## config.mk

```make
export PLATFORM = sky130hd
export DESIGN_NAME = base64_stream_decoder_core
export DESIGN_NICKNAME = d
export VERILOG_FILES = /design/src/design/b64d_pkg.sv /design/src/design/b64d_front.sv /design/src/design/b64d_queue.sv /design/src/design/b64d_back.sv /design/src/design/base64_stream_decoder_core.sv
export SDC_FILE = /design/constraint.sdc
export NUM_CORES = 1
export LEC_CHECK = 0
export BUFFER_PORTS_ARGS = -buffer_cell sky130_fd_sc_hd__buf_2
export CAP_MARGIN = 20
export CORE_UTILIZATION = 53
export CTS_CLUSTER_DIAMETER = 120
export DETAILED_ROUTE_END_ITERATION = 8
export PLACE_DENSITY_LB_ADDON = 0.05
export SLEW_MARGIN = 20
export SYNTH_ARGS = -nofsm -noshare
export SYNTH_HDL_FRONTEND = slang
export SYNTH_SLANG_ARGS = --single-unit
```

## constraint.sdc

```tcl
create_clock -name clock -period 5.75 [get_ports clock]
set_input_delay 0.2875 -clock clock [delete_from_list [all_inputs] [get_ports clock]]
set_output_delay 0.2875 -clock clock [all_outputs]
set_load 0.01 [all_outputs]
```

## src/design/b64d_pkg.sv

```systemverilog
`default_nettype none
package b64d_pkg;

   localparam logic [7:0] CharPad   = 8'h3D;  // '='
   localparam logic [7:0] CharLf    = 8'h0A;
   localparam logic [7:0] CharCr    = 8'h0D;
   localparam logic [7:0] CharSpace = 8'h20;
   localparam logic [7:0] CharPlus  = 8'h2B;
   localparam logic [7:0] CharSlash = 8'h2F;
   localparam logic [7:0] CharUpA   = 8'h41;
   localparam logic [7:0] CharUpZ   = 8'h5A;
   localparam logic [7:0] CharLoA   = 8'h61;
   localparam logic [7:0] CharLoZ   = 8'h7A;
   localparam logic [7:0] CharDig0  = 8'h30;
   localparam logic [7:0] CharDig9  = 8'h39;

   localparam int QueueDepth = 4;
   localparam int QueueAw    = $clog2(QueueDepth);

   typedef struct packed {
      logic [2:0][7:0] bytes;  // bytes[0] is the first byte of the group
      logic [2:0]      keep;
   } group_type;

   typedef struct packed {
      logic      avail;
      group_type group;
   } queue_head_type;

   typedef struct packed {
      logic       bad;
      logic [5:0] value;
   } sextet_type;

   function automatic sextet_type sextet_of(input logic [7:0] c);
      sextet_type r;
      r.bad   = 1'b0;
      r.value = 6'd0;
      if (c >= CharUpA && c <= CharUpZ) begin
         r.value = 6'(c - CharUpA);
      end else if (c >= CharLoA && c <= CharLoZ) begin
         r.value = 6'(c - CharLoA) + 6'd26;
      end else if (c >= CharDig0 && c <= CharDig9) begin
         r.value = 6'(c - CharDig0) + 6'd52;
      end else if (c == CharPlus) begin
         r.value = 6'd62;
      end else if (c == CharSlash) begin
         r.value = 6'd63;
      end else if (c == CharPad) begin
         r.value = 6'd0;
      end else begin
         r.bad = 1'b1;
      end
      return r;
   endfunction

endpackage
`default_nettype wire

```

## src/design/b64d_front.sv

```systemverilog
`default_nettype none
module b64d_front (
   input  wire logic               clock,
   input  wire logic               reset,
   input  wire logic               req_valid,
   output logic                    req_stall,
   input  wire logic [7:0]         req_char_code,
   input  wire logic               req_end_of_text,
   input  wire logic               queue_full,
   output logic                    push,
   output b64d_pkg::group_type     push_group
);
   import b64d_pkg::*;

   logic [1:0]  pos_ff, pos_in;
   logic [17:0] held_ff, held_in;
   logic        pad3_ff, pad3_in;
   logic        inval_ff, inval_in;
   logic        halted_ff, halted_in;

   logic        accept;
   logic        is_space;
   sextet_type  sx;
   logic [5:0]  s0, s1, s2;

   assign req_stall = queue_full;
   assign accept    = req_valid && !req_stall;
   assign is_space  = (req_char_code == CharLf) || (req_char_code == CharCr)
                      || (req_char_code == CharSpace);
   assign sx = sextet_of(req_char_code);
   assign s0 = held_ff[17:12];
   assign s1 = held_ff[11:6];
   assign s2 = held_ff[5:0];

   always_comb begin
      pos_in     = pos_ff;
      held_in    = held_ff;
      pad3_in    = pad3_ff;
      inval_in   = inval_ff;
      halted_in  = halted_ff;
      push       = 1'b0;
      push_group.bytes[0] = {s0, s1[5:4]};
      push_group.bytes[1] = {s1[3:0], s2[5:2]};
      push_group.bytes[2] = {s2[1:0], sx.value};
      push_group.keep     = {req_char_code != CharPad, !pad3_ff, 1'b1};
      if (accept) begin
         if (!halted_ff && !is_space) begin
            if (pos_ff != 2'd3) begin
               if (sx.bad) inval_in = 1'b1;
               if (pos_ff == 2'd2) pad3_in = (req_char_code == CharPad);
               held_in = {held_ff[11:0], sx.value};
               pos_in  = pos_ff + 2'd1;
            end else begin
               if (inval_ff || sx.bad) begin
                  halted_in = 1'b1;
               end else begin
                  push = 1'b1;
               end
               pos_in   = 2'd0;
               held_in  = 18'd0;
               pad3_in  = 1'b0;
               inval_in = 1'b0;
            end
         end
         if (req_end_of_text) begin
            pos_in    = 2'd0;
            held_in   = 18'd0;
            pad3_in   = 1'b0;
            inval_in  = 1'b0;
            halted_in = 1'b0;
         end
      end
   end

   always_ff @(posedge clock) begin
      if (reset) begin
         pos_ff    <= 2'd0;
         held_ff   <= 18'd0;
         pad3_ff   <= 1'b0;
         inval_ff  <= 1'b0;
         halted_ff <= 1'b0;
      end else begin
         pos_ff    <= pos_in;
         held_ff   <= held_in;
         pad3_ff   <= pad3_in;
         inval_ff  <= inval_in;
         halted_ff <= halted_in;
      end
   end

endmodule
`default_nettype wire

```

## src/design/b64d_queue.sv

```systemverilog
`default_nettype none
module b64d_queue (
   input  wire logic                   clock,
   input  wire logic                   reset,
   input  wire logic                   push,
   input  wire b64d_pkg::group_type    push_group,
   output logic                        full,
   input  wire logic                   pop,
   output b64d_pkg::queue_head_type    head
);
   import b64d_pkg::*;

   group_type            mem [QueueDepth];
   logic [QueueAw-1:0]   wr_ff, wr_in;
   logic [QueueAw-1:0]   rd_ff, rd_in;
   logic [QueueAw:0]     count_ff, count_in;

   assign full       = (count_ff == (QueueAw+1)'(QueueDepth));
   assign head.avail = (count_ff != '0);
   assign head.group = mem[rd_ff];

   always_comb begin
      wr_in    = push ? wr_ff + 1'b1 : wr_ff;
      rd_in    = pop ? rd_ff + 1'b1 : rd_ff;
      count_in = count_ff + (QueueAw+1)'(push) - (QueueAw+1)'(pop);
   end

   always_ff @(posedge clock) begin
      if (push) mem[wr_ff] <= push_group;
   end

   always_ff @(posedge clock) begin
      if (reset) begin
         wr_ff    <= '0;
         rd_ff    <= '0;
         count_ff <= '0;
      end else begin
         wr_ff    <= wr_in;
         rd_ff    <= rd_in;
         count_ff <= count_in;
      end
   end

endmodule
`default_nettype wire

```

## src/design/b64d_back.sv

```systemverilog
`default_nettype none
module b64d_back (
   input  wire logic                    clock,
   input  wire logic                    reset,
   input  wire b64d_pkg::queue_head_type head,
   output logic                         pop,
   output logic                         rsp_valid,
   input  wire logic                    rsp_stall,
   output logic [7:0]                   rsp_data_byte,
   output logic                         rsp_last_of_group
);
   import b64d_pkg::*;

   logic [2:0][7:0] bytes_ff, bytes_in;
   logic [2:0]      keep_ff, keep_in;
   logic [2:0]      rest;
   logic            accept;

   // keep_ff marks the bytes of the current group still to be sent
   assign rest              = keep_ff & (keep_ff - 3'd1);
   assign rsp_valid         = (keep_ff != 3'd0);
   assign rsp_last_of_group = (rest == 3'd0);
   assign accept            = rsp_valid && !rsp_stall;
   assign pop               = head.avail && (!rsp_valid || (accept && rsp_last_of_group));

   always_comb begin
      if (keep_ff[0]) begin
         rsp_data_byte = bytes_ff[0];
      end else if (keep_ff[1]) begin
         rsp_data_byte = bytes_ff[1];
      end else begin
         rsp_data_byte = bytes_ff[2];
      end
   end

   always_comb begin
      bytes_in = bytes_ff;
      keep_in  = keep_ff;
      if (accept) keep_in = rest;
      if (pop) begin
         bytes_in = head.group.bytes;
         keep_in  = head.group.keep;
      end
   end

   always_ff @(posedge clock) begin
      bytes_ff <= bytes_in;
   end

   always_ff @(posedge clock) begin
      if (reset) begin
         keep_ff <= 3'd0;
      end else begin
         keep_ff <= keep_in;
      end
   end

endmodule
`default_nettype wire

```

## src/design/base64_stream_decoder_core.sv

```systemverilog
// base64 stream decoder
//
// req channel: one character per transaction (req_char_code) with
// req_end_of_text marking the last character of a text. whitespace is
// skipped; each completed group of four characters yields one to three
// bytes on the rsp channel, rsp_last_of_group set on the final one.
// a group holding an invalid character gives nothing and the decoder
// ignores input until the end-of-text transaction.
//
// throughput: one character per cycle while req_stall is low; the back end
// sends one byte per cycle while rsp_stall is low, so three bytes on the rsp
// port keep pace with the four characters of their group. the first byte of a
// group shows on rsp after the fourth character is taken, by way of the queue
// write, then the load of the output group register.
//
// a four-entry group queue sits between the character front end and the
// byte sender. when the receiver holds rsp_stall the queue fills and then
// req_stall rises; the output byte and flags hold while stalled.
// reset (synchronous) empties the queue and clears the group and halt state.
`default_nettype none
module base64_stream_decoder_core (
   input  wire logic       clock,
   input  wire logic       reset,
   input  wire logic       req_valid,
   output logic            req_stall,
   input  wire logic [7:0] req_char_code,
   input  wire logic       req_end_of_text,
   output logic            rsp_valid,
   input  wire logic       rsp_stall,
   output logic [7:0]      rsp_data_byte,
   output logic            rsp_last_of_group
);
   import b64d_pkg::*;

   logic           queue_full;
   logic           push;
   logic           pop;
   group_type      push_group;
   queue_head_type head;

   b64d_front u_front (
      .clock           (clock),
      .reset           (reset),
      .req_valid       (req_valid),
      .req_stall       (req_stall),
      .req_char_code   (req_char_code),
      .req_end_of_text (req_end_of_text),
      .queue_full      (queue_full),
      .push            (push),
      .push_group      (push_group)
   );

   b64d_queue u_queue (
      .clock      (clock),
      .reset      (reset),
      .push       (push),
      .push_group (push_group),
      .full       (queue_full),
      .pop        (pop),
      .head       (head)
   );

   b64d_back u_back (
      .clock             (clock),
      .reset             (reset),
      .head              (head),
      .pop               (pop),
      .rsp_valid         (rsp_valid),
      .rsp_stall         (rsp_stall),
      .rsp_data_byte     (rsp_data_byte),
      .rsp_last_of_group (rsp_last_of_group)
   );

endmodule
`default_nettype wire

```

==> flow_summary_export.csv, run 1 <==
group,metric,value,unit
status,outcome,"finished, final reports clean",
floorplanning,ios,24,
setup_path,worstRegToRegCells,10,
timing,drv_slew,0,
routing,routed_wl,12800,µm
routing,ant_nets,0,
run,drv_cap,0,
clock_network,cts.sinks,163,
timing,min_period_over_period,49.9,%
setup_path,arrival,3.16,ns
synthesis,ys_warn_count,0,
clock_network,clock_latency,0.42,ns
clock_network,path_clk_slew,0.06,ns
synthesis,synth_area,6810,µm²
synthesis,synthCells,432,
timing,setup_viol,0,
global_routing,grt_max_degree,30,
setup_path,critPathCaptureType,"flop",
global_routing,grt_pass1_vias,3593,
synthesis,synth.avg_cell_area,15.8,µm²
clock_network,clockBufferDepth,2,
clock_network,postCtsSetupBuffers,0,
synthesis,synth_edf_count,128,
placed_design,numPortBuffers,23,
clock_network,htreeDepth,4,
routing,drcViolationCount,0,
synthesis,synth_ff_type,"edfxtp_1",
synthesis,synth.most_common_cell,"edfxtp_1",
synthesis,syn_nets,464,
setup_path,r2r-end,"u_queue.count_ff[2]",
setup_path,startpoint,"req_char_code[2]",
routing,vias,3676,
setup_path,crit_path_max_fanout,9,
synthesis,async_flop_share,0,%
worst_hold_path,hold_class,"in -> reg",
finish,area_growth,12.4,%
finish,final_nets,489,
setup_path,reg2reg_from,"u_back.keep_ff[0]",
routing,wl_per_cell,19.9,µm
synthesis,synthDistinctLibCells,65,
finish,fillCellCount,958,
timing,rsz0062_at_grt,"no",
routing,vias_per_cell,5.73,
synthesis,netlist.area_leader.share,56.4,%
floorplanning,start_util,54.2,%
finish,n_antenna_cell,0,
timing,finalHoldViolCount,0,
power,power_density,420,nW/µm²
floorplanning,dieHeight,115,µm
synthesis,ys_seq_elements,163,
power,vdd_ir_drop_max,0.000291,V
worst_hold_path,hp-start,"rsp_stall",
placed_design,gp_congestion,0.849,
setup_path,critPathKind,"in -> reg",
global_routing,antenna_found_initial,0,
clock_network,ctsResizeCount,0,
global_routing,grt.overflow.total,0,
clock_network,numCtsBuffers,17,
routing,drt_iter0_drc,305,
synthesis,synth_area_leaders,"edfxtp_1, dfxtp_1, mux4_2",
worst_hold_path,min_path_cells,3,
floorplanning,core,12600,µm²
clock_network,cts_root_buffer,"clkbuf_16",
setup_path,r2r_slack,3.03,ns
finish,multiInputGateArea,2120,µm²
timing,skew,0.00591,ns
timing,worst_pin_slew,0.896,ns
timing,max_freq,0.348,GHz
clock_network,holdBufCountCts,0,
finish,seqCellArea,4550,µm²
setup_path,cp.required,6.04,ns
floorplanning,die_w,115,µm
worst_hold_path,holdPathEnd,"u_back.keep_ff[0]",
timing,period_minus_slack,2.87,ns
floorplanning,num_rows,41,
floorplanning,dieArea,13300,µm²
routing,drtPass1Iterations,4,
clock_network,cts_tree,"yes",
timing,hold_slack,0.194,ns
placed_design,hpwlAfterDp,7930,µm
synthesis,ys_seq_area_share,66.7,%
setup_path,start_kind,"primary input",
synthesis,synthTopCellsByCount,"edfxtp_1, dfxtp_1, nor2_1, mux4_2, ha_1",
synthesis,yosysTopAreaCell,"edfxtp_1",
timing,finalSetupTns,0,ns
global_routing,track_usage,21.1,%
finish,layout-drive-gt1-share,22.6,%
power,power_leakage,2.60,nW
global_routing,grt_pass1_wl,19800,µm
timing,slew_headroom,39.8,%
==> layout make-up <==
| class | instances | share of cell area (%) |
|---|---|---|
| Multi-Input combinational cell | 232 | 27.8 |
| Clock inverter | 14 | 1.81 |
| Sequential cell | 163 | 59.4 |
| Timing Repair Buffer | 25 | 1.70 |
| Clock buffer | 18 | 5.61 |
| Inverter | 18 | 0.883 |
| Tap cell | 172 | 2.81 |
==> flip-flops by register name, indices dropped and copies added (netlist names), named ones only <==
register / count
u_front.held_ff: 18
u_back.keep_ff: 3
u_front.pad3_ff: 1
u_front.inval_ff: 1
u_queue.rd_ff: 2
u_queue.wr_ff: 2
u_queue.mem: 104
u_front.halted_ff: 1
u_front.pos_ff: 2
u_back.bytes_ff: 24
u_queue.count_ff: 3
==> per-stage QoR <==
step                area (µm²)  setup WS (ns)  total power [mW]  utilization, %  std cells
global placement          7080           2.50              2.17            56.4        610
CTS                       7650           2.88              3.25            60.9        642
floorplan                 6810           1.18              1.95               -        432
detailed placement        7080           2.44              2.18            56.4        610
finish                    7650           2.88              3.22            60.9        642
global route              7650           2.69              3.37            60.9        642
==> critical path, cell delays in order <==
cell,delay [ns]
buf_2,0.17
inv_1,0.11
ha_1,0.28
a221oi_2,0.34
a2111oi_4,0.10
or3_1,0.41
a2111oi_4,0.44
ha_1,0.24
inv_1,0.05
fa_1,0.37
xor2_1,0.18
xnor2_1,0.14
nor2_1,0.05
==> kinds of logic after synthesis <==
logic type	after synthesis	share of synthesized area, %
flops	163	66.7
simple gates	92	7.11
compound gates	76	8.95
mux	38	10.4
buf+inv	37	2.28
fa+ha+maj	20	3.75
xor+xnor	6	0.772
==> how the worst max path moves through the flow <==
stage / slack [ns] / endpoint
after floorplan: 1.18 / u_queue.count_ff[2]
after global placement: 2.50 / u_queue.mem[0][16]
after detailed placement: 2.44 / u_queue.count_ff[2]
after CTS: 2.88 / u_queue.mem[0][20]
after global routing: 2.69 / u_queue.count_ff[2]
final: 2.88 / u_queue.count_ff[2]
==> layout by cell type, fill, tap and decap left out, types with 6 or more instances in the layout <==
cell type and instances:
nor2b_1 6, nor3_1 8, nand2_1 17, ha_1 18, inv_1 17, dfxtp_1 33, edfxtp_1 128, nor2_1 32
o21ai_0 13, a22oi_1 13, a21oi_1 9, mux2i_1 11, clkbuf_16 17, buf_2 23, mux4_2 26
==> where the power goes <==
| part | leakage [nW] | internal [mW] | total (mW) | switching [mW] |
|---|---|---|---|---|
| Combinational | 0.859 | 0.265 | 0.565 | 0.301 |
| Clock | 0.269 | 0.635 | 1.07 | 0.439 |
| Sequential | 1.47 | 1.43 | 1.58 | 0.149 |
| Total | 2.60 | 2.33 | 3.22 | 0.889 |
==> per-layer routing <==
layer	global-route usage (%)	vias to the layer above	part of all wire (%)
met1	28.2	1864	47
li1	-	1730	-
met2	33.2	65	48
met4	8.31	0	2.1
met5	0	-	0
met3	5.43	17	2.9
(Power assumes the default switching activity.)
==> run 2, diff against run 1 <==
==> constraint.sdc (replaced) <==
create_clock -name clock -period 2.55 [get_ports clock]
set_input_delay 0.1275 -clock clock [delete_from_list [all_inputs] [get_ports clock]]
set_output_delay 0.1275 -clock clock [all_outputs]
set_load 0.01 [all_outputs]
==> run 2 against run 1 <==
  * Register-to-register slack got worse by 2.8 ns
  * Sequential share of layout area decreased by 2.7 points
  * Worst hold slack got worse by 0.16 ns
  * Cell area increased by 4.6%
  * Global-route usage increased by 0.70 points
  * Critical path type is now reg -> reg
  * Highest routed layer unchanged
==> flow_summary_export.csv, run 2 (same netlist as run 1, synthesis figures left out) <==
group,metric,value,unit
status,outcome,"finished, final reports clean",
timing,finalSetupTns,0,ns
timing,skew,0.00721,ns
finish,final_common_cell,"edfxtp_1",
routing,wl_met2,6540,µm
clock_network,cts_tree,"yes",
clock_network,path_clk_slew,0.06,ns
routing,wl_met3,548,µm
finish,final_cell_mix,"edfxtp_1, buf_4, dfxtp_1",
finish,area_growth,17.6,%
timing,slew_headroom,44.8,%
setup_path,critPathSlowestCell,"or3_1",
floorplanning,dieArea,13300,µm²
placed_design,hpwlAfterDp,8890,µm
setup_path,critPathKind,"reg -> reg",
clock_network,cts_root_buffer,"clkbuf_16",
placed_design,dp.cells,648,
clock_network,clock_latency,0.42,ns
finish,reg_top3,"u_queue.mem x104, u_back.bytes_ff x24, u_front.held_ff x18",
timing,setup_viol,0,
timing,period_minus_slack,2.33,ns
routing,drcViolationCount,0,
clock_network,postCtsSetupBuffers,0,
worst_hold_path,min_path_cells,3,
placed_design,dp_slack,-0.137,ns
placed_design,numPortBuffers,23,
setup_path,worstPathCellList,"or3b_2 -> nand2_1 -> or3_1 -> a2111oi_4 -> ha_1 -> inv_1 -> fa_2 -> xor2_1 -> xnor2_1 -> nor2_1",
floorplanning,dieHeight,115,µm
routing,dr.max_layer_used,"met4",
setup_path,critPathMaxStageDelay,0.36,ns
routing,vias_per_cell,5.57,
clock_network,holdBufCountCts,0,
floorplanning,ios,24,
power,power,7.34,mW
setup_path,critPathCaptureType,"flop",
routing,routed_wl,13100,µm
routing,drtPass1Iterations,4,
global_routing,track_usage,21.8,%
setup_path,timing.critical_path.buf_inv,1,
clock_network,ctsResizeCount,0,
setup_path,crit_path_max_fanout,4,
routing,vias,3787,
finish,layout-drive-gt1-share,28.7,%
power,power_leakage,2.80,nW
timing,rsz0062_at_grt,"no",
floorplanning,num_rows,41,
timing,worst_pin_slew,0.822,ns
run,drv_cap,0,
timing,finalHoldViolCount,0,
finish,n_antenna_cell,0,
floorplanning,die_w,115,µm
finish,final_cells,680,
routing,wl_per_cell,19.3,µm
global_routing,grt_pass1_wl,20600,µm
timing,hold_slack,0.0344,ns
timing,min_period_over_period,91.4,%
finish,final_nets,527,
clock_network,htreeDepth,4,
power,power_density,917,nW/µm²
floorplanning,start_util,54.2,%
clock_network,cts.sinks,163,
routing,wl_met1,5910,µm
placed_design,gp_congestion,0.860,
setup_path,arrival,2.62,ns
global_routing,grt_pass1_vias,3802,
setup_path,start_kind,"flop",
timing,max_freq,0.429,GHz
global_routing,grt.overflow.total,0,
clock_network,numCtsBuffers,17,
power,vdd_ir_drop_max,0.000841,V
global_routing,grt_max_degree,30,
setup_path,cp.required,2.84,ns
worst_hold_path,hold_class,"in -> reg",
finish,largest_reg_flops,104,
floorplanning,core,12600,µm²
clock_network,clockBufferDepth,2,
global_routing,antenna_found_initial,0,
timing,drv_slew,0,
timing,layout_setup_ws,0.219,ns
routing,ant_nets,0,
setup_path,crit_cells,10,
setup_path,worstRegToRegCells,10,
finish,regMostFlops,"u_queue.mem",
setup_path,path_delay_family,"simple AND/OR/NAND/NOR gates",
routing,drt_iter0_drc,216,
## run 2: through the flow
stage                     area (µm²)  utilization, %
after global routing            8010            63.7
after floorplan                 6830               -
after global placement          7440            59.2
after CTS                       8010            63.7
final                           8010            63.7
after detailed placement        7440            59.2
## run 2: metal layers
layer  track usage [%]  vias up
li1                  -     1805
met3              4.74       11
met1              28.9     1895
met5                 0        -
met4              7.27        0
met2              35.9       76
## run 2: cell type report
| type | count | area (µm²) |
|---|---|---|
| clock buffers | 18 | 429 |
| clock inverters | 14 | 138 |
| fillers | 945 | 4560 |
| inverters | 18 | 67.6 |
| multi-input cells | 232 | 2130 |
| flip-flops and latches | 163 | 4550 |
| well taps | 172 | 215 |
| repair buffers | 63 | 478 |
## run 2: final timing paths
check | startpoint | to | slack, ns
max | u_queue.count_ff[2] | u_queue.count_ff[2] | 0.22
max reg2reg | u_queue.count_ff[2] | u_queue.count_ff[2] | 0.22
min reg2reg | u_front.pad3_ff | u_front.pad3_ff | 0.48
min | rsp_stall | u_back.keep_ff[0] | 0.03
## run 2: power breakdown
part           switching, mW  internal (mW)  total [mW]  leakage [nW]
logic                  0.865          0.683        1.55          1.06
registers              0.159           3.22        3.38          1.47
clock network          0.976           1.43        2.41         0.271
## run 2: tightest hold or removal path: stages
cell	delay, ns
buf_2	0.14
a21oi_1	0.08
nor2_1	0.07
